`config.mk`:
```
export PLATFORM = sky130hd
export DESIGN_NAME = thermistor_linearize_smooth_average
export DESIGN_NICKNAME = d
export VERILOG_FILES = /design/src/sv/tlsa_pkg.sv /design/src/sv/thermistor_linearize_smooth_average.sv /design/src/sv/tlsa_seq.sv /design/src/sv/tlsa_dp.sv
export SDC_FILE = /design/constraint.sdc
export NUM_CORES = 2
export LEC_CHECK = 0
export ABC_AREA = 1
export BUFFER_PORTS_ARGS = -buffer_cell sky130_fd_sc_hd__buf_2
export CORE_ASPECT_RATIO = 1.25
export CORE_MARGIN = 10
export CORE_UTILIZATION = 56
export DETAILED_ROUTE_END_ITERATION = 8
export HOLD_SLACK_MARGIN = 0.03
export PLACE_DENSITY_LB_ADDON = 0.12
export SETUP_SLACK_MARGIN = 0.4
export SLEW_MARGIN = 20
export SYNTH_ARGS = -nofsm -noshare
export SYNTH_HDL_FRONTEND = slang
export SYNTH_HIERARCHICAL = 1
export SYNTH_SLANG_ARGS = --single-unit
export TNS_END_PERCENT = 20
```
`constraint.sdc`:
```
create_clock -name clock -period 8.2 [get_ports clock]
set_clock_uncertainty 0.05 [all_clocks]
set_input_delay 0.41 -clock clock [delete_from_list [all_inputs] [get_ports clock]]
set_output_delay 0.41 -clock clock [all_outputs]
set_load 0.01 [all_outputs]
```
`src/sv/tlsa_pkg.sv`:
```
`timescale 1ns / 1ps
`default_nettype none
// ----------------------------------------------------------------------------
// tlsa_pkg
// shared types, constants, segment tables and the control program of the
// thermistor linearize / smooth / average channel
// ----------------------------------------------------------------------------
package tlsa_pkg;

   // field widths
   localparam int TEMP_W     = 19;
   localparam int OFFS_W     = 13;
   localparam int WGT_W      = 17;
   localparam int CSR_W      = 19;
   localparam int CSR_IDX_W  = 2;
   localparam int RSP_DATA_W = 64;
   localparam int RSP_PAD_W  = RSP_DATA_W - 3 * TEMP_W;

   // fixed point
   localparam int W_ONE      = 65536;
   localparam int FRAC_SH    = 16;
   localparam int SEG_SH     = 24;
   localparam int SEG_HALF   = 1 << (SEG_SH - 1);
   localparam int BLEND_HALF = 1 << (FRAC_SH - 1);
   localparam int TEMP_MAX   = 262143;
   localparam int TEMP_MIN   = -262144;

   // segment tables
   localparam int NUM_BOUNDS = 5;
   localparam int SEG_W      = 3;
   localparam int BOUND_W    = 13;
   localparam int SLOPE_W    = 24;
   localparam int ICPT_W     = 22;

   // register reset values
   localparam int OFFSET_RST = 1675;
   localparam int WEIGHT_RST = 46226;
   localparam int UPPER_RST  = 38400;
   localparam int LOWER_RST  = -5120;

   typedef enum logic [CSR_IDX_W-1:0] {
      CSR_OFFSET,
      CSR_WEIGHT,
      CSR_UPPER,
      CSR_LOWER
   } csr_index_type;

   typedef enum logic [3:0] {
      OP_NOP,
      OP_WAIT,
      OP_OFFS,
      OP_SEG,
      OP_MUL,
      OP_RND,
      OP_BLD,
      OP_BLEND,
      OP_CLAMP,
      OP_CLS,
      OP_DIV,
      OP_FIN,
      OP_EMIT
   } op_type;

   typedef enum logic [2:0] {
      C_NEXT,
      C_ALWAYS,
      C_NO_REQ,
      C_CLOSE,
      C_EMPTY,
      C_MORE,
      C_BUSY
   } cond_type;

   localparam int STEP_W = 4;
   typedef logic [STEP_W-1:0] step_type;

   localparam step_type S_EMIT  = 4'd0;
   localparam step_type S_IDLE  = 4'd1;
   localparam step_type S_OFFS  = 4'd2;
   localparam step_type S_SEG   = 4'd3;
   localparam step_type S_MUL1  = 4'd4;
   localparam step_type S_RND   = 4'd5;
   localparam step_type S_BLD   = 4'd6;
   localparam step_type S_MUL2  = 4'd7;
   localparam step_type S_BLEND = 4'd8;
   localparam step_type S_CLAMP = 4'd9;
   localparam step_type S_CLS   = 4'd10;
   localparam step_type S_DIV   = 4'd11;
   localparam step_type S_FIN   = 4'd12;

   typedef struct packed {
      op_type   op;
      cond_type cond;
      step_type target;
   } ctrl_type;

   typedef struct packed {
      logic req_valid;
      logic is_close;
      logic win_empty;
      logic div_more;
      logic out_busy;
   } status_type;

   typedef struct packed {
      logic is_close;
      logic win_empty;
      logic div_more;
   } dp_stat_type;

   typedef struct packed {
      logic signed [OFFS_W-1:0] offset;
      logic [WGT_W-1:0]         weight;
      logic signed [TEMP_W-1:0] upper;
      logic signed [TEMP_W-1:0] lower;
   } cfg_type;

   typedef struct packed {
      logic signed [TEMP_W-1:0] linear;
      logic signed [TEMP_W-1:0] filtered;
      logic signed [TEMP_W-1:0] average;
      logic                     avg_valid;
   } result_type;

   function automatic logic signed [BOUND_W-1:0] seg_bound(input logic [SEG_W-1:0] idx);
      logic signed [BOUND_W-1:0] b;
      case (idx)
         3'd0:    b = 13'sd414;
         3'd1:    b = 13'sd669;
         3'd2:    b = 13'sd1100;
         3'd3:    b = 13'sd1803;
         default: b = 13'sd2820;
      endcase
      return b;
   endfunction

   // slopes in Q24
   function automatic logic signed [SLOPE_W-1:0] seg_slope(input logic [SEG_W-1:0] idx);
      logic signed [SLOPE_W-1:0] s;
      case (idx)
         3'd0:    s = -24'sd2105876;
         3'd1:    s = -24'sd1246547;
         3'd2:    s = -24'sd741721;
         3'd3:    s = -24'sd454495;
         3'd4:    s = -24'sd319103;
         default: s = -24'sd278334;
      endcase
      return s;
   endfunction

   // intercepts in Q8
   function automatic logic signed [ICPT_W-1:0] seg_icpt(input logic [SEG_W-1:0] idx);
      logic signed [ICPT_W-1:0] c;
      case (idx)
         3'd0:    c = 22'sd319797;
         3'd1:    c = 22'sd463777;
         3'd2:    c = 22'sd657251;
         3'd3:    c = 22'sd886110;
         3'd4:    c = 22'sd1058157;
         default: c = 22'sd1105762;
      endcase
      return c;
   endfunction

   // control program: jump to target when the condition holds, else next step
   function automatic ctrl_type ucode(input step_type s);
      ctrl_type u;
      case (s)
         S_EMIT:  u = '{OP_EMIT,  C_BUSY,   S_EMIT};
         S_IDLE:  u = '{OP_WAIT,  C_NO_REQ, S_IDLE};
         S_OFFS:  u = '{OP_OFFS,  C_CLOSE,  S_CLS};
         S_SEG:   u = '{OP_SEG,   C_NEXT,   S_IDLE};
         S_MUL1:  u = '{OP_MUL,   C_NEXT,   S_IDLE};
         S_RND:   u = '{OP_RND,   C_NEXT,   S_IDLE};
         S_BLD:   u = '{OP_BLD,   C_NEXT,   S_IDLE};
         S_MUL2:  u = '{OP_MUL,   C_NEXT,   S_IDLE};
         S_BLEND: u = '{OP_BLEND, C_NEXT,   S_IDLE};
         S_CLAMP: u = '{OP_CLAMP, C_ALWAYS, S_EMIT};
         S_CLS:   u = '{OP_CLS,   C_EMPTY,  S_EMIT};
         S_DIV:   u = '{OP_DIV,   C_MORE,   S_DIV};
         S_FIN:   u = '{OP_FIN,   C_ALWAYS, S_EMIT};
         default: u = '{OP_NOP,   C_ALWAYS, S_IDLE};
      endcase
      return u;
   endfunction

endpackage
`default_nettype wire

```
`src/sv/thermistor_linearize_smooth_average.sv`:
```
`timescale 1ns / 1ps
`default_nettype none
// ----------------------------------------------------------------------------
// thermistor_linearize_smooth_average
// one heat-sink temperature channel: piecewise linearization of an adc code,
// smoothing with clamp, and window averaging closed on demand
// ----------------------------------------------------------------------------
// sequence: a sample request runs offset, segment, multiply, round, blend
//   setup, multiply, blend and clamp steps, a close request runs offset,
//   close, divide and finish steps, the divider retiring one quotient bit
//   per control step; both end in the emit step, which holds while the
//   response is not taken; the control program runs one request at a time
// reset: synchronous, clears the window, the previous temperature and the
//   response valid, and loads the register reset values; no clearing pass
// ----------------------------------------------------------------------------
module thermistor_linearize_smooth_average #(
   parameter int ADC_BITS   = 12,
   parameter int MAX_WINDOW = 1024
) (
   input  logic                               clock,
   input  logic                               reset,
   // request channel
   input  logic                               req_tvalid,
   output logic                               req_tready,
   // tdata: raw_sample, zero pad to whole bytes
   input  logic [((ADC_BITS + 7) / 8) * 8-1:0] req_tdata,
   // tuser: action (0 sample, 1 close window)
   input  logic                               req_tuser,
   // response channel
   output logic                               rsp_tvalid,
   input  logic                               rsp_tready,
   // tdata: linear_temp, filtered_temp, window_average, zero pad
   output logic [tlsa_pkg::RSP_DATA_W-1:0]    rsp_tdata,
   // tuser: average_valid
   output logic                               rsp_tuser,
   // configuration write port
   input  logic                               csr_we,
   input  logic [tlsa_pkg::CSR_IDX_W-1:0]     csr_index,
   input  logic [tlsa_pkg::CSR_W-1:0]         csr_wdata
);
   import tlsa_pkg::*;

   cfg_type     cfg_ff, cfg_in;
   ctrl_type    ctrl;
   status_type  status;
   dp_stat_type dp_stat;
   result_type  result;
   result_type  rsp_ff, rsp_in;
   logic        rsp_valid_ff, rsp_valid_in;
   logic        req_accept;
   logic        out_busy;
   logic        out_load;

   // request is taken only in the wait step of the program
   assign req_tready = (ctrl.op == OP_WAIT);
   assign req_accept = req_tvalid && req_tready;

   // response register frees the datapath while a result waits
   assign out_busy = rsp_valid_ff && !rsp_tready;
   assign out_load = (ctrl.op == OP_EMIT) && !out_busy;

   always_comb begin
      status.req_valid = req_tvalid;
      status.is_close  = dp_stat.is_close;
      status.win_empty = dp_stat.win_empty;
      status.div_more  = dp_stat.div_more;
      status.out_busy  = out_busy;
   end

   // configuration registers
   always_comb begin
      cfg_in = cfg_ff;
      if (csr_we) begin
         case (csr_index_type'(csr_index))
            CSR_OFFSET: cfg_in.offset = csr_wdata[OFFS_W-1:0];
            CSR_WEIGHT: cfg_in.weight = csr_wdata[WGT_W-1:0];
            CSR_UPPER:  cfg_in.upper  = csr_wdata[TEMP_W-1:0];
            CSR_LOWER:  cfg_in.lower  = csr_wdata[TEMP_W-1:0];
            default:    cfg_in = cfg_ff;
         endcase
      end
   end

   always_ff @(posedge clock) begin
      if (reset) begin
         cfg_ff.offset <= OFFS_W'(OFFSET_RST);
         cfg_ff.weight <= WGT_W'(WEIGHT_RST);
         cfg_ff.upper  <= TEMP_W'(UPPER_RST);
         cfg_ff.lower  <= TEMP_W'(LOWER_RST);
      end else begin
         cfg_ff <= cfg_in;
      end
   end

   // response register
   always_comb begin
      rsp_in       = out_load ? result : rsp_ff;
      rsp_valid_in = out_load ? 1'b1 : (rsp_valid_ff && !rsp_tready);
   end

   always_ff @(posedge clock) begin
      if (reset) begin
         rsp_valid_ff <= 1'b0;
      end else begin
         rsp_valid_ff <= rsp_valid_in;
      end
   end

   always_ff @(posedge clock) begin
      rsp_ff <= rsp_in;
   end

   assign rsp_tvalid = rsp_valid_ff;
   assign rsp_tdata  = {{RSP_PAD_W{1'b0}}, rsp_ff.average, rsp_ff.filtered, rsp_ff.linear};
   assign rsp_tuser  = rsp_ff.avg_valid;

   // control program sequencer
   tlsa_seq u_seq (
      .clock  (clock),
      .reset  (reset),
      .status (status),
      .ctrl   (ctrl)
   );

   // arithmetic datapath
   tlsa_dp #(
      .ADC_BITS   (ADC_BITS),
      .MAX_WINDOW (MAX_WINDOW)
   ) u_dp (
      .clock      (clock),
      .reset      (reset),
      .op         (ctrl.op),
      .req_accept (req_accept),
      .req_action (req_tuser),
      .req_raw    (req_tdata[ADC_BITS-1:0]),
      .cfg        (cfg_ff),
      .stat       (dp_stat),
      .result     (result)
   );

endmodule
`default_nettype wire

```
`src/sv/tlsa_seq.sv`:
```
`timescale 1ns / 1ps
`default_nettype none
// ----------------------------------------------------------------------------
// tlsa_seq
// step counter and control program lookup with conditional jumps
// ----------------------------------------------------------------------------
module tlsa_seq (
   input  logic                 clock,
   input  logic                 reset,
   input  tlsa_pkg::status_type status,
   output tlsa_pkg::ctrl_type   ctrl
);
   import tlsa_pkg::*;

   step_type pc_ff;
   step_type pc_in;
   logic     jump;

   always_comb begin
      ctrl = ucode(pc_ff);
   end

   always_comb begin
      case (ctrl.cond)
         C_NEXT:   jump = 1'b0;
         C_ALWAYS: jump = 1'b1;
         C_NO_REQ: jump = !status.req_valid;
         C_CLOSE:  jump = status.is_close;
         C_EMPTY:  jump = status.win_empty;
         C_MORE:   jump = status.div_more;
         C_BUSY:   jump = status.out_busy;
         default:  jump = 1'b0;
      endcase
      pc_in = jump ? ctrl.target : pc_ff + STEP_W'(1);
   end

   always_ff @(posedge clock) begin
      if (reset) begin
         pc_ff <= S_IDLE;
      end else begin
         pc_ff <= pc_in;
      end
   end

endmodule
`default_nettype wire

```
`src/sv/tlsa_dp.sv`:
```
`timescale 1ns / 1ps
`default_nettype none
// ----------------------------------------------------------------------------
// tlsa_dp
// datapath: offset, segment select, shared multiplier, rounding, blend,
// clamp, window accumulator and a one bit per step restoring divider
// ----------------------------------------------------------------------------
module tlsa_dp #(
   parameter int ADC_BITS   = 12,
   parameter int MAX_WINDOW = 1024
) (
   input  logic                  clock,
   input  logic                  reset,
   input  tlsa_pkg::op_type      op,
   input  logic                  req_accept,
   input  logic                  req_action,
   input  logic [ADC_BITS-1:0]   req_raw,
   input  tlsa_pkg::cfg_type     cfg,
   output tlsa_pkg::dp_stat_type stat,
   output tlsa_pkg::result_type  result
);
   import tlsa_pkg::*;

   localparam int X_W    = ((ADC_BITS > OFFS_W) ? ADC_BITS : OFFS_W) + 2;
   localparam int MA_W   = X_W + 9;
   localparam int P_W    = MA_W + SLOPE_W;
   localparam int CNT_W  = $clog2(MAX_WINDOW + 1);
   localparam int SUM_W  = TEMP_W + CNT_W;
   localparam int ITER_W = $clog2(SUM_W);

   logic                     action_ff, action_in;
   logic [ADC_BITS-1:0]      raw_ff, raw_in;
   logic signed [X_W-1:0]    x_ff, x_in;
   logic signed [MA_W-1:0]   opa_ff, opa_in;
   logic signed [SLOPE_W-1:0] opb_ff, opb_in;
   logic signed [P_W-1:0]    prod_ff, prod_in;
   logic signed [TEMP_W-1:0] temp_ff, temp_in;
   logic signed [TEMP_W-1:0] blend_ff, blend_in;
   logic signed [TEMP_W-1:0] filt_ff, filt_in;
   logic signed [TEMP_W-1:0] prev_ff, prev_in;
   logic signed [SUM_W-1:0]  sum_ff, sum_in;
   logic [CNT_W-1:0]         count_ff, count_in;
   logic [SUM_W-1:0]         quo_ff, quo_in;
   logic [CNT_W-1:0]         rem_ff, rem_in;
   logic [CNT_W-1:0]         div_ff, div_in;
   logic [ITER_W-1:0]        iter_ff, iter_in;
   logic                     neg_ff, neg_in;
   logic signed [TEMP_W-1:0] avg_ff, avg_in;
   logic                     avgv_ff, avgv_in;

   logic [SEG_W-1:0]         seg_sel;
   logic signed [P_W:0]      rnd_sum;
   logic signed [P_W:0]      rnd_shift;
   logic signed [P_W:0]      blend_sum;
   logic [WGT_W-1:0]         w_clamp;
   logic [CNT_W:0]           trial;
   logic [CNT_W:0]           trial_diff;
   logic                     trial_ge;

   // segment pick: bounds ascend, so the last bound passed wins
   always_comb begin
      seg_sel = '0;
      for (int i = 0; i < NUM_BOUNDS; i++) begin
         if (x_ff >= X_W'(seg_bound(SEG_W'(i)))) begin
            seg_sel = SEG_W'(i + 1);
         end
      end
   end

   always_comb begin
      rnd_sum   = (P_W + 1)'(prod_ff) + (P_W + 1)'(SEG_HALF);
      rnd_shift = rnd_sum >>> SEG_SH;
      blend_sum = ((P_W + 1)'(temp_ff) <<< FRAC_SH) + (P_W + 1)'(prod_ff)
                  + (P_W + 1)'(BLEND_HALF);
      w_clamp   = (cfg.weight > WGT_W'(W_ONE)) ? WGT_W'(W_ONE) : cfg.weight;
      trial     = {rem_ff, quo_ff[SUM_W-1]};
      trial_ge  = trial >= {1'b0, div_ff};
      trial_diff = trial - {1'b0, div_ff};
   end

   always_comb begin
      action_in = action_ff;
      raw_in    = raw_ff;
      x_in      = x_ff;
      opa_in    = opa_ff;
      opb_in    = opb_ff;
      prod_in   = prod_ff;
      temp_in   = temp_ff;
      blend_in  = blend_ff;
      filt_in   = filt_ff;
      prev_in   = prev_ff;
      sum_in    = sum_ff;
      count_in  = count_ff;
      quo_in    = quo_ff;
      rem_in    = rem_ff;
      div_in    = div_ff;
      iter_in   = iter_ff;
      neg_in    = neg_ff;
      avg_in    = avg_ff;
      avgv_in   = avgv_ff;
      case (op)
         OP_WAIT: begin
            if (req_accept) begin
               action_in = req_action;
               raw_in    = req_raw;
            end
         end
         OP_OFFS: begin
            x_in = X_W'($signed({1'b0, raw_ff})) - X_W'($signed(cfg.offset));
         end
         OP_SEG: begin
            opa_in = (MA_W'(x_ff) <<< 8) - MA_W'(seg_icpt(seg_sel));
            opb_in = seg_slope(seg_sel);
         end
         OP_MUL: begin
            prod_in = opa_ff * opb_ff;
         end
         OP_RND: begin
            if (rnd_shift > (P_W + 1)'(TEMP_MAX)) begin
               temp_in = TEMP_W'(TEMP_MAX);
            end else if (rnd_shift < (P_W + 1)'(TEMP_MIN)) begin
               temp_in = TEMP_W'(TEMP_MIN);
            end else begin
               temp_in = rnd_shift[TEMP_W-1:0];
            end
         end
         OP_BLD: begin
            // temp + w * (prev - temp) equals the weighted blend
            opa_in = MA_W'(prev_ff) - MA_W'(temp_ff);
            opb_in = SLOPE_W'($signed({1'b0, w_clamp}));
         end
         OP_BLEND: begin
            blend_in = blend_sum[FRAC_SH +: TEMP_W];
         end
         OP_CLAMP: begin
            if (blend_ff > cfg.upper) begin
               filt_in = cfg.upper;
            end else if (blend_ff < cfg.lower) begin
               filt_in = cfg.lower;
            end else begin
               filt_in = blend_ff;
            end
            prev_in = temp_ff;
            if (count_ff < CNT_W'(MAX_WINDOW)) begin
               sum_in   = sum_ff + SUM_W'(temp_ff);
               count_in = count_ff + CNT_W'(1);
            end
            avg_in  = '0;
            avgv_in = 1'b0;
         end
         OP_CLS: begin
            avg_in   = '0;
            avgv_in  = 1'b0;
            neg_in   = sum_ff[SUM_W-1];
            quo_in   = sum_ff[SUM_W-1] ? SUM_W'(-sum_ff) : SUM_W'(sum_ff);
            rem_in   = '0;
            div_in   = count_ff;
            iter_in  = ITER_W'(SUM_W - 1);
            sum_in   = '0;
            count_in = '0;
         end
         OP_DIV: begin
            rem_in  = trial_ge ? trial_diff[CNT_W-1:0] : trial[CNT_W-1:0];
            quo_in  = {quo_ff[SUM_W-2:0], trial_ge};
            iter_in = iter_ff - ITER_W'(1);
         end
         OP_FIN: begin
            avg_in  = neg_ff ? -$signed(quo_ff[TEMP_W-1:0]) : $signed(quo_ff[TEMP_W-1:0]);
            avgv_in = 1'b1;
         end
         default: begin
         end
      endcase
   end

   // architectural state
   always_ff @(posedge clock) begin
      if (reset) begin
         prev_ff  <= '0;
         sum_ff   <= '0;
         count_ff <= '0;
      end else begin
         prev_ff  <= prev_in;
         sum_ff   <= sum_in;
         count_ff <= count_in;
      end
   end

   // working registers
   always_ff @(posedge clock) begin
      action_ff <= action_in;
      raw_ff    <= raw_in;
      x_ff      <= x_in;
      opa_ff    <= opa_in;
      opb_ff    <= opb_in;
      prod_ff   <= prod_in;
      temp_ff   <= temp_in;
      blend_ff  <= blend_in;
      filt_ff   <= filt_in;
      quo_ff    <= quo_in;
      rem_ff    <= rem_in;
      div_ff    <= div_in;
      iter_ff   <= iter_in;
      neg_ff    <= neg_in;
      avg_ff    <= avg_in;
      avgv_ff   <= avgv_in;
   end

   always_comb begin
      stat.is_close    = action_ff;
      stat.win_empty   = (count_ff == '0);
      stat.div_more    = (iter_ff != '0);
      result.linear    = action_ff ? '0 : temp_ff;
      result.filtered  = action_ff ? '0 : filt_ff;
      result.average   = avg_ff;
      result.avg_valid = avgv_ff;
   end

endmodule
`default_nettype wire
```
==> impl_metrics.json <==
{
  "grt_pass1_wl_um": 207000,
  "grt_max_degree": 69,
  "core-area_mm2": 0.0830,
  "dp_hpwl_um": 105000,
  "setup_violations": 0,
  "cp_slowest_cell": "edfxtp_1",
  "grt-ovfl-total": 0,
  "vias": 37500,
  "io_pins": 110,
  "min_period_over_period_pct": 91.0,
  "initial_core_util_pct": 56.6,
  "diodes": 0,
  "cts.sinks": 441,
  "clockBufferDepth": 3,
  "die_height_um": 344,
  "cts.reportedPaths.clkPinSlew_ps": 70,
  "drv_slew": 0,
  "drt_first_pass_iters": 5,
  "num-fill-cells": 7636,
  "worst_path_largest_cell_delay_ps": 1030,
  "max-cap-violations": 0,
  "numCtsBuffers": 43,
  "routedWlPerCell_um": 18.3,
  "die_w_um": 279,
  "crit_chain": "buf_4, nand2_1, fa_1, fa_1, fa_1, fa_1, inv_1, fa_1, fa_1, inv_1, fa_1, inv_1, ha_1, a21oi_1, inv_1, a31oi_1, o21ai_0, a21oi_1, nand2_1, nand2_1, nand3_1, nand2_1, nand2_1",
  "nNetsFinal": 6884,
  "startpoint_type": "register",
  "syn_to_final_growth_pct": 7.83,
  "fmax_mhz": 134,
  "grt_pass1_vias": 38600,
  "worstPathArrival_ps": 7730,
  "antenna_found_initial": 1,
  "tritoncts": "built",
  "status": "complete, no violations",
  "fin_crit_ps": 7460,
  "drive_gt1_share_pct": 5.63,
  "crit_fanout": 11,
  "hold_viol": 0,
  "path_common_cell": "fa_1",
  "rsz0062_at_grt": "yes",
  "cts-root-buf": "clkbuf_16",
  "drt_iter0_drc": 2469,
  "required_ps": 8470,
  "drc_errors": 0,
  "setup.worst_path.end_class": "register",
  "hold_slack_ps": 57.1,
  "h-tree-depth": 2,
  "drtAntennaViolNets": 0,
  "maxSlewHeadroom_pct": 28.4,
  "clk_latency_ps": 590,
  "tightest_slew_ps": 1070,
  "num_rows": 118,
  "drt-vias-per-instance": 5.30,
  "numPortBuffers": 98,
  "crit_type": "reg -> reg",
  "avgSynthCellArea_um2": 7.99,
  "syn_area_mm2": 0.0470,
  "syn_inst": 5876,
  "grt_usage_pct": 27.5,
  "gp_congestion": 0.969,
  "finalSetupTns_ps": 0,
  "dieArea_mm2": 0.0959,
  "hp-class": "in -> reg",
  "wl_um": 130000,
  "ys_warn_count": 6
}
==> layout make-up <==
| type | instances | area [µm²] | area share (%) |
|---|---|---|---|
| inverter | 1362 | 5110 | 10.1 |
| clock inverter | 23 | 368 | 0.726 |
| multi-input combinational | 3905 | 29400 | 58.0 |
| tap | 1080 | 1350 | 2.67 |
| clock buffer | 57 | 1210 | 2.40 |
| sequential | 441 | 11800 | 23.3 |
| timing repair buffer | 211 | 1410 | 2.79 |
==> layer usage <==
layer	up-vias	track usage [%]	share of wire, %
li1	18100	-	-
met1	18100	33.5	40
met2	1038	49.7	51
met3	288	2.70	4.8
met4	2	10.6	4.0
met5	-	0	0.010
==> flip-flops by register name (all words and copies together), names as in the netlist, 23 cells and up <==
name          flops
cfg_ff           68
rsp_tdata        57
u_dp/prod_ff     33
u_dp/quo_ff      30
u_dp/sum_ff      30
u_dp/opa_ff      23
u_dp/opb_ff      23
==> critical path, delay by kind of cell, from the launching register on <==
| family | cells | cell delay (ps) |
|---|---|---|
| simple gates | 6 | 630 |
| buf+inv | 5 | 560 |
| fa+ha+maj | 8 | 4040 |
| flops | 1 | 1030 |
| compound gates | 4 | 860 |
==> through the flow <==
stage                     cell area, µm²  utilization, %  setup slack (ps)  cells
after floorplan                    47000               -               971   5882
after global placement             48900            58.9               541   6982
after detailed placement           48900            58.9               461   6982
after CTS                          50600            61.0               424   7076
after global routing               50600            61.0               389   7079
final                              50600            61.0               741   7079
==> repair_timing <==
item	CTS	global route
endpoints found under the setup margin	0	11
buffers inserted	0	3
resized for setup	0	1
hold buffers	14	0
endpoints found under the hold margin	15	0
==> worst paths after layout <==
check            startpoint  slack (ps)                to  cells past startpoint
min reg2reg  u_dp/avg_ff[9]         370     rsp_tdata[47]                      0
max reg2reg  u_dp/opa_ff[7]         740  u_dp/prod_ff[44]                     23
max          u_dp/opa_ff[7]         740  u_dp/prod_ff[44]                     23
min           csr_wdata[14]          60        cfg_ff[14]                      3
==> placed cells by master, fill, tap and decap left out, types with 16 or more instances in the layout <==
| cell | instances |
|---|---|
| nand2_1 | 1432 |
| inv_1 | 1354 |
| fa_1 | 596 |
| nor2_1 | 476 |
| edfxtp_1 | 299 |
| ha_1 | 280 |
| a21oi_1 | 254 |
| nand3_1 | 205 |
| o21ai_0 | 201 |
| dfxtp_1 | 142 |
| buf_2 | 98 |
| buf_4 | 96 |
| xor2_1 | 76 |
| nand4_1 | 53 |
| nor3_1 | 52 |
| clkbuf_16 | 44 |
| xnor2_1 | 44 |
| a21o_1 | 24 |
| o21bai_1 | 24 |
| a211oi_1 | 23 |
| a31oi_1 | 20 |
| or2_2 | 16 |
Power is not shown: default switching activity piles up to over one toggle a cycle in this logic, so the estimate is an artifact.
